[src/rtl/sorted_insert_priority_queue_top_defines.svh]
// ----------------------------------------------------------------------------
// Sorted insert priority queue assertion macros
// Shared concurrent assertion forms, clocked on aclk, quiet during reset.
// ----------------------------------------------------------------------------
`ifndef SORTED_INSERT_PRIORITY_QUEUE_TOP_DEFINES_SVH
`define SORTED_INSERT_PRIORITY_QUEUE_TOP_DEFINES_SVH

// A condition that must hold at every clock edge outside reset.
`define SPQ_ASSERT_ALWAYS(name, cond, msg) \
    name: assert property (@(posedge aclk) disable iff (!aresetn) (cond)) \
        else $error(msg);

// A condition that must hold in the cycle after a trigger.
`define SPQ_ASSERT_NEXT(name, pre, post, msg) \
    name: assert property (@(posedge aclk) disable iff (!aresetn) (pre) |=> (post)) \
        else $error(msg);

`endif

[src/rtl/spq_pkg.sv]
// ----------------------------------------------------------------------------
// Sorted insert priority queue package
// Shared widths, status codes and the structs passed between the cells.
// ----------------------------------------------------------------------------
`timescale 1ns / 1ps
`default_nettype none

package spq_pkg;

    localparam int SPQ_DEPTH = 16;
    localparam int DATA_W    = 32;
    localparam int STATUS_W  = 2;
    localparam int COUNT_W   = 5;

    localparam logic [STATUS_W-1:0] ST_OK    = 2'd0;
    localparam logic [STATUS_W-1:0] ST_FULL  = 2'd1;
    localparam logic [STATUS_W-1:0] ST_EMPTY = 2'd2;

    // Broadcast to every cell for the item being applied.
    typedef struct packed {
        logic                     push;
        logic                     pop;
        logic signed [DATA_W-1:0] value;
    } spq_op_t;

    // What one cell shows its neighbors.
    typedef struct packed {
        logic                     valid;
        logic                     gt;
        logic signed [DATA_W-1:0] data;
    } spq_link_t;

endpackage

`default_nettype wire

[src/rtl/spq_cell.sv]
// ----------------------------------------------------------------------------
// Sorted insert priority queue cell
// Holds one entry; shifts toward the tail on a push and toward the head on a pop.
// ----------------------------------------------------------------------------
`timescale 1ns / 1ps
`default_nettype none

module spq_cell
    import spq_pkg::*;
(
    input  wire logic      aclk,
    input  wire logic      aresetn,
    input  wire spq_op_t   op,
    input  wire spq_link_t left_link,
    input  wire spq_link_t right_link,
    output spq_link_t      self_link
);

    logic                     valid_reg;
    logic                     valid_next;
    logic signed [DATA_W-1:0] data_reg;
    logic signed [DATA_W-1:0] data_next;
    logic                     gt;

    // The held entry is strictly greater than the broadcast value.
    assign gt = valid_reg && (data_reg > op.value);

    always_comb begin
        valid_next = valid_reg;
        data_next  = data_reg;
        if (op.push) begin
            // The entries in front that are greater push everything back by one;
            // the first greater or empty slot takes the new value.
            if (left_link.gt) begin
                valid_next = 1'b1;
                data_next  = left_link.data;
            end else if (left_link.valid && (gt || !valid_reg)) begin
                valid_next = 1'b1;
                data_next  = op.value;
            end
        end else if (op.pop) begin
            valid_next = right_link.valid;
            data_next  = right_link.data;
        end
    end

    always_ff @(posedge aclk) begin
        if (!aresetn) begin
            valid_reg <= 1'b0;
        end else begin
            valid_reg <= valid_next;
        end
    end

    always_ff @(posedge aclk) begin
        data_reg <= data_next;
    end

    assign self_link.valid = valid_reg;
    assign self_link.gt    = gt;
    assign self_link.data  = data_reg;

endmodule

`default_nettype wire

[src/rtl/sorted_insert_priority_queue_top.sv]
// ----------------------------------------------------------------------------
// Sorted insert priority queue
// Minimum priority queue built as a chain of cells that keeps its entries sorted.
// ----------------------------------------------------------------------------
// Usage:
// The input channel (s_valid, s_ready, s_command, s_value) carries one request
// per item: command 0 pushes s_value, command 1 pops the smallest entry.
// Every accepted item gives exactly one result item on the output channel
// (m_valid, m_ready, m_popped_value, m_status, m_entry_count), in order.
// Status is ok, full (push refused, queue unchanged) or empty (pop refused).
// Equal values leave in the order they arrived.
// m_valid rises in the cycle after acceptance. The queue takes one item per
// cycle while results are taken: each cell compares the broadcast value with
// its own entry and picks its next entry from itself, its neighbor or the new
// value in the same clock, so the chain depth sets no limit on rate.
// A finished result sits in the output register; while it waits a new item
// is still taken if m_ready is high in that cycle, otherwise s_ready drops
// until the result is taken.
// Reset empties the queue and drops m_valid; the entry storage keeps no reset
// value and is never read before it is written.
// ----------------------------------------------------------------------------
`timescale 1ns / 1ps
`default_nettype none

`include "sorted_insert_priority_queue_top_defines.svh"

module sorted_insert_priority_queue_top
    import spq_pkg::*;
#(
    parameter int DEPTH = SPQ_DEPTH
) (
    input  wire logic                     aclk,
    input  wire logic                     aresetn,
    input  wire logic                     s_valid,
    output logic                          s_ready,
    input  wire logic                     s_command,
    input  wire logic signed [DATA_W-1:0] s_value,
    output logic                          m_valid,
    input  wire logic                     m_ready,
    output logic signed [DATA_W-1:0]      m_popped_value,
    output logic [STATUS_W-1:0]           m_status,
    output logic [COUNT_W-1:0]            m_entry_count
);

    localparam int CNT_W = $clog2(DEPTH + 1);

    // Occupancy of the chain.
    logic [CNT_W-1:0]         count_reg;
    logic [CNT_W-1:0]         count_next;

    // Output register.
    logic                     m_valid_reg;
    logic                     m_valid_next;
    logic signed [DATA_W-1:0] m_popped_value_reg;
    logic signed [DATA_W-1:0] m_popped_value_next;
    logic [STATUS_W-1:0]      m_status_reg;
    logic [STATUS_W-1:0]      m_status_next;
    logic [COUNT_W-1:0]       m_entry_count_reg;
    logic [COUNT_W-1:0]       m_entry_count_next;

    logic                     accept;
    logic                     full;
    logic                     empty;
    spq_op_t                  op;
    spq_link_t                cell_link [DEPTH];
    logic [DEPTH-1:0]         valid_vec;
    logic [CNT_W+COUNT_W-1:0] count_ext;

    // A new item is taken whenever the output register is free or being drained.
    assign s_ready = !m_valid_reg || m_ready;
    assign accept  = s_valid && s_ready;

    assign full  = (count_reg == CNT_W'(DEPTH));
    assign empty = !cell_link[0].valid;

    // Refused requests leave the chain untouched.
    assign op.push  = accept && !s_command && !full;
    assign op.pop   = accept && s_command && !empty;
    assign op.value = s_value;

    // The head of the chain acts as a held entry that is never greater, so the
    // first cell takes the new value when its own entry is greater or absent.
    // Past the tail nothing is held, so the last cell empties on a pop.
    for (genvar i = 0; i < DEPTH; i++) begin : g_cell
        spq_link_t left_link;
        spq_link_t right_link;

        if (i == 0) begin : g_head
            assign left_link = '{valid: 1'b1, gt: 1'b0, data: '0};
        end else begin : g_left
            assign left_link = cell_link[i-1];
        end

        if (i == DEPTH - 1) begin : g_tail
            assign right_link = '{valid: 1'b0, gt: 1'b0, data: '0};
        end else begin : g_right
            assign right_link = cell_link[i+1];
        end

        spq_cell u_cell (
            .aclk       (aclk),
            .aresetn    (aresetn),
            .op         (op),
            .left_link  (left_link),
            .right_link (right_link),
            .self_link  (cell_link[i])
        );

        assign valid_vec[i] = cell_link[i].valid;
    end

    always_comb begin
        count_next = count_reg;
        if (op.push) begin
            count_next = count_reg + CNT_W'(1);
        end else if (op.pop) begin
            count_next = count_reg - CNT_W'(1);
        end
    end

    // The reported count wraps to five bits for deep queues.
    assign count_ext = {{COUNT_W{1'b0}}, count_next};

    always_comb begin
        m_valid_next        = m_valid_reg;
        m_popped_value_next = m_popped_value_reg;
        m_status_next       = m_status_reg;
        m_entry_count_next  = m_entry_count_reg;
        if (accept) begin
            m_valid_next        = 1'b1;
            m_popped_value_next = op.pop ? cell_link[0].data : '0;
            m_entry_count_next  = count_ext[COUNT_W-1:0];
            if (!s_command && full) begin
                m_status_next = ST_FULL;
            end else if (s_command && empty) begin
                m_status_next = ST_EMPTY;
            end else begin
                m_status_next = ST_OK;
            end
        end else if (m_ready) begin
            m_valid_next = 1'b0;
        end
    end

    always_ff @(posedge aclk) begin
        if (!aresetn) begin
            count_reg   <= '0;
            m_valid_reg <= 1'b0;
        end else begin
            count_reg   <= count_next;
            m_valid_reg <= m_valid_next;
        end
    end

    always_ff @(posedge aclk) begin
        m_popped_value_reg <= m_popped_value_next;
        m_status_reg       <= m_status_next;
        m_entry_count_reg  <= m_entry_count_next;
    end

    assign m_valid        = m_valid_reg;
    assign m_popped_value = m_popped_value_reg;
    assign m_status       = m_status_reg;
    assign m_entry_count  = m_entry_count_reg;

    // ------------------------------------------------------------------------
    // Assertions
    // ------------------------------------------------------------------------

    logic [DEPTH:0]   valid_ext;
    logic [DEPTH-2:0] pair_ok;

    assign valid_ext = {1'b0, valid_vec};

    for (genvar i = 0; i < DEPTH - 1; i++) begin : g_pair
        assign pair_ok[i] = !cell_link[i+1].valid
                            || (cell_link[i].data <= cell_link[i+1].data);
    end

    `SPQ_ASSERT_ALWAYS(a_valid_packed, ((valid_ext & (valid_ext + (DEPTH+1)'(1))) == '0), "held entries are not packed at the head")
    `SPQ_ASSERT_ALWAYS(a_count_match, ($countones(valid_vec) == int'(count_reg)), "occupancy does not match the held entries")
    `SPQ_ASSERT_ALWAYS(a_sorted, (&pair_ok), "held entries are out of order")
    `SPQ_ASSERT_NEXT(a_full_refused, (accept && !s_command && full), (m_valid && (m_status == ST_FULL) && $stable(count_reg)), "push on a full queue was not refused")
    `SPQ_ASSERT_NEXT(a_empty_refused, (accept && s_command && empty), (m_valid && (m_status == ST_EMPTY) && (m_popped_value == '0)), "pop on an empty queue was not refused")

endmodule

`default_nettype wire
[config.mk]
export PLATFORM = sky130hd
export DESIGN_NAME = sorted_insert_priority_queue_top
export DESIGN_NICKNAME = d
export VERILOG_FILES = /design/src/rtl/spq_pkg.sv /design/src/rtl/spq_cell.sv /design/src/rtl/sorted_insert_priority_queue_top.sv
export VERILOG_INCLUDE_DIRS = /design/src /design/src/rtl
export SDC_FILE = /design/constraint.sdc
export NUM_CORES = 2
export LEC_CHECK = 0
export ABC_AREA = 1
export BUFFER_PORTS_ARGS = -buffer_cell sky130_fd_sc_hd__clkbuf_2
export CORE_MARGIN = 2
export CORE_UTILIZATION = 45
export DETAILED_ROUTE_END_ITERATION = 10
export HOLD_SLACK_MARGIN = 0.03
export PLACE_DENSITY = 0.73
export SYNTH_ARGS = -nofsm -noshare
export SYNTH_HDL_FRONTEND = slang
export SYNTH_SLANG_ARGS = --single-unit
[constraint.sdc]
create_clock -name aclk -period 4.5 [get_ports aclk]
set_input_delay 0.675 -clock aclk [delete_from_list [all_inputs] [get_ports aclk]]
set_output_delay 0.675 -clock aclk [all_outputs]
set_load 0.01 [all_outputs]
After elaboration in Yosys (flattened, before gate mapping)
Index checks and enable logic that the tools add are counted.
{"block": "classes", "n_lt_le_gt_ge": 16, "addsub": 2, "muxes": 131, "eq_ne": 17, "reduce_logical": 92}
{"op": "2-to-1 mux 32 bit", "n": 63}
{"op": "> comparator 32 bit", "n": 16}
{"op": "2-to-1 mux 1 bit", "n": 65}
{"op": "!= test 3 x 1 -> 1 bit, second input constant", "n": 14}
{"op": "logical AND 1 bit", "n": 38}
{"op": "AND reduction 2 bit", "n": 16}
{"op": "logical NOT 1 bit", "n": 19}
{"op": "logical OR 1 bit", "n": 17}
{"op": "2-to-1 mux 5 bit", "n": 2}
{"op": "adder 5 x 1 -> 5 bit, second input constant", "n": 1}
{"op": "equality test 5 bit, second input constant", "n": 1}
{"op": "subtractor 5 x 1 -> 5 bit, second input constant", "n": 1}
{"op": "nonzero test 2 bit", "n": 2}
{"op": "!= test 3 x 2 -> 1 bit, second input constant", "n": 1}
{"op": "2-to-1 mux 2 bit", "n": 1}
{"op": "!= test 2 bit, second input constant", "n": 1}
{"block": "word_totals", "word_cells": 295, "input_bits": 37, "output_inout_bits": 41, "register_bits": 573}

Depth between registers and ports, before layout
{"block": "depth", "word_depth": 7, "mapped_depth": 22, "ltp_nobuf": 21}

Modules after synthesis
A second synthesis with hierarchy kept.
{"block": "hier_totals", "cells_unflattened": 5531, "hier_area_um2": 43185.2}
{"module": "spq_cell", "n_inst": 16, "seq_area_each_um2": 980.9, "cells_each": 334, "area_each_um2": 2571.2}
{"module": "sorted_insert_priority_queue_top", "n_inst": 1, "seq_area_each_um2": 1291.2, "cells_each": 187, "area_each_um2": 2045.7}

Worst setup path after synthesis
OpenSTA, ideal clock, no wires.
{"block": "synth_path", "path_type": "input-to-reg", "startpoint": "in s_value[5]", "endpoint": "reg g_cell[0].u_cell.data_reg[0], enable pin", "required_ps": 4059, "n_path_buf": 1, "path_stages": 14, "setup_ps": 441, "path_slack_ps": -24, "arrival_time_ps": 4084, "path_cell_list": "clkinv_1 > clkbuf_1 > ha_1 > a21oi_1 > nor2_1 > nor3_1 > nand2_1 > nand2_1 > nand2_1 > nand2_1 > nand2_1 > nand2_1 > nand3_1 > a31oi_1"}
{"block": "synth_between", "elab_chain_cells": 5}
{"element": "start: declaration", "line": "sorted_insert_priority_queue_top.sv:37", "text": "input wire logic signed [DATA_W-1:0] s_value,"}
{"element": "> comparator 32 bit", "line": "spq_cell.sv:26", "text": "assign gt = valid_reg && (data_reg > op.value);"}
{"element": "logical AND 1 bit", "line": "spq_cell.sv:26"}
{"element": "logical OR 1 bit", "line": "spq_cell.sv:37", "text": "end else if (left_link.valid && (gt || !valid_reg)) begin"}
{"element": "!= test 2 bit (no line)"}
{"element": "AND reduction 2 bit (no line)"}
{"element": "end signal: assignment", "line": "spq_cell.sv:56", "text": "data_reg <= data_next;"}
{"element": "end: declaration", "line": "spq_cell.sv:21", "text": "logic signed [DATA_W-1:0] data_reg;"}
No other way between the ends.
A chain may end at the register's enable or synchronous reset.

Worst setup path in the final report
{"block": "layout_path", "startpoint": "in s_value[30]", "endpoint": "reg g_cell[3].u_cell.data_reg[0], data pin"}
{"block": "layout_between", "elab_chain_cells": 4}
{"element": "> comparator 32 bit", "line": "spq_cell.sv:26"}
{"element": "logical AND 1 bit", "line": "spq_cell.sv:26"}
{"element": "2-to-1 mux 32 bit", "line": "spq_cell.sv:34", "text": "if (left_link.gt) begin"}
{"element": "2-to-1 mux 32 bit", "line": "spq_cell.sv:31", "text": "if (op.push) begin"}
{"element": "net g_cell[3].u_cell.data_next[0]", "line": "spq_cell.sv:22", "text": "logic signed [DATA_W-1:0] data_next;"}
{"element": "end signal: assignment", "line": "spq_cell.sv:56"}
{"element": "end: declaration", "line": "spq_cell.sv:21"}
The timed path passes the listed nets, and every way through them passes these cells.

==> impl_metrics.json <==
{
  "status": "complete, no violations",
  "yosys-top-cells-area": "edfxtp_1 42%, ha_1 16%, nand2_1 13%, a21oi_1 9.5%, o21ai_0 6.8%",
  "antenna_found_initial": 2,
  "dp_slack_ps": 258,
  "placed_cells": 5843,
  "syn_to_final_growth_pct": 10.9,
  "yosys-top-cells-count": "1,404 x nand2_1, 749 x a21oi_1, 551 x edfxtp_1",
  "grt_overflow": 0,
  "start_util": 0.454,
  "start_kind": "input port",
  "setup.worst_path.end_class": "flop",
  "ys_warn_count": 0,
  "max_slew_margin": 0.345,
  "die_y_um": 300,
  "routed_wl_mm": 105,
  "holdPathStages": 4,
  "cts_root_buf": "clkbuf_16",
  "syn_area_per_cell_um2": 8.36,
  "die_width_um": 300,
  "cts_tree": "yes",
  "cp.arrival_ps": 4060,
  "hpwl_mm": 77.5,
  "clk_pin_slew_ps": 60,
  "clock_latency_ps": 650,
  "die_area_um2": 90000,
  "hold_buffers": 0,
  "synth_top_area_frac": 0.420,
  "yosysMostFrequentCell": "nand2_1",
  "cts_setup_buffers": 0,
  "drive_gt1_frac": 0.0708,
  "drv_slew": 0,
  "synth_cell_types": 38,
  "grt_pass1_wl_mm": 170,
  "clockBufferDepth": 3,
  "syn_area_um2": 39400,
  "gr-usage-all-layers": 0.230,
  "worst_pin_slew_ps": 982,
  "combPwrFrac": 0.192,
  "drtIter0Drc": 3162,
  "tns_ps": 0,
  "yosys.area.top_type": "edfxtp_1",
  "synth_cells": 4715,
  "coreArea_um2": 86800,
  "fin_worst_skew_ps": 27.1,
  "critPathMaxFanout": 64,
  "portBuffers": 77,
  "clock.fmax_mhz": 269,
  "synth_seq_cells": 573,
  "drt_first_pass_iters": 5,
  "clock-sinks": 573,
  "ys_async_sr_fraction": 0,
  "setup_ws_ps": 789,
  "irDropWorstVdd_v": 0.000316,
  "num_vias": 33900,
  "drc": 0,
  "ys_seq_area_frac": 0.431,
  "utilization": 0.504,
  "cts_buffers": 61,
  "p_leak_uw": 0.0195,
  "h-tree-depth": 2,
  "hp-class": "input port to flop",
  "via_per_inst": 5.69,
  "synth_flop_cell": "edfxtp_1",
  "routabilityCongestion": 0.875,
  "place_area_um2": 41700,
  "final-hold-violation-count": 0,
  "finish.instance_area_um2": 43700,
  "finalSetupViolCount": 0,
  "layoutNonFillerInstCount": 5959,
  "cp.required_ps": 4850,
  "powerDensity_nw_per_um2": 340,
  "finalCriticalPeriod_ps": 3710,
  "grt_setup_unrepaired": "false",
  "p_seq_frac": 0.454,
  "antennaDiodeCount": 0,
  "reg2reg_slack_ps": 1120,
  "row_count": 108,
  "largest_reg_flops": 512,
  "reg2reg_depth": 11,
  "grt_pass1_vias": 32700,
  "syn_nets": 5266,
  "synth_edf_count": 551,
  "grt_max_degree": 163,
  "drv_cap": 0,
  "swShare": 0.299,
  "p_sw_uw": 4450,
  "power.internal_uw": 10400,
  "fin_crit_sh": 0.825,
  "path_class": "input port to flop",
  "ctsResizeCount": 0,
  "pwr-share-clk": 0.354,
  "wl_per_cell_um": 17.7,
  "layout.nets": 5302,
  "antenna_left": 0,
  "io_pins": 78
}
==> final cells by class <==
cell class | count | area [um2]
Sequential cell | 573 | 17000
Inverter | 234 | 886
Clock inverter | 28 | 294
Fill cell | 8069 | 43100
Timing Repair Buffer | 228 | 1880
Multi-Input combinational cell | 3653 | 20500
Clock buffer | 88 | 1740
Tap cell | 1155 | 1450
==> power by group through the flow <==
stage          Combinational, uW  Clock (uW)  Sequential, uW
3_5_place_dp                2810           0            6850
5_1_grt                     3270        5500            6790
4_1_cts                     2830        5330            6740
3_3_place_gp                2690           0            6850
6_report                    2860        5260            6750
2_1_floorplan               2010           0            6720
==> worst max-delay path: stages <==
cell	delay, ps
clkbuf_2	150
clkinv_1	330
buf_4	330
ha_1	300
nand2_1	70
nor2_1	240
nand2_1	130
nor4_2	490
nand4_1	300
nand4_1	200
buf_4	490
a21oi_1	110
o21ai_0	100
o21ai_0	110
==> layout by cell type, fill, tap and decap left out, types with 22 or more instances in the layout <==
cell,instances
o21ai_1,82
clkbuf_2,77
ha_1,514
clkbuf_16,63
buf_4,122
edfxtp_1,551
buf_12,29
dfxtp_1,22
inv_1,202
a21oi_1,749
nor2_1,162
nand3_1,71
nand2_1,1404
o21ai_0,533
nand4_1,56
clkinv_1,33
nor3_1,27
==> cells by family after synthesis <==
kind of cell               share of synthesized area
AOI/OAI and AO/OA                              0.179
xor gates and xnor gates                    0.000667
adders and majority gates                      0.163
buffers and inverters                         0.0505
DFF                                            0.431
and+or+nand+nor                                0.176
==> layer usage <==
metal  part of all wire  vias up  global-route usage
met5            0.00018        -                   0
met4              0.023        4              0.0629
met3              0.066      158              0.0296
met2               0.47     1020               0.386
met1               0.44    16100               0.311
li1                   -    16600                   -
==> through the flow <==
stage | hold WS (ps) | total power, uW
after detailed placement | 474 | 9660
final | 360 | 14900
after CTS | 334 | 14900
after floorplan | 449 | 8730
after global placement | 472 | 9540
after global routing | 380 | 15600
==> final timing paths <==
| check | start | endpoint |
|---|---|---|
| setup / recovery | s_value[30] | g_cell[3].u_cell.data_reg[0]$_DFFE_PP_ |
| hold reg to reg | g_cell[15].u_cell.valid_reg$_SDFFE_PN0P_ | g_cell[15].u_cell.valid_reg$_SDFFE_PN0P_ |
| hold / removal | m_ready | m_valid$_SDFFE_PN0P_ |
| setup reg to reg | g_cell[2].u_cell.data_reg[31]$_DFFE_PP_ | g_cell[3].u_cell.data_reg[0]$_DFFE_PP_ |
Power figures use the tool's default switching activity.
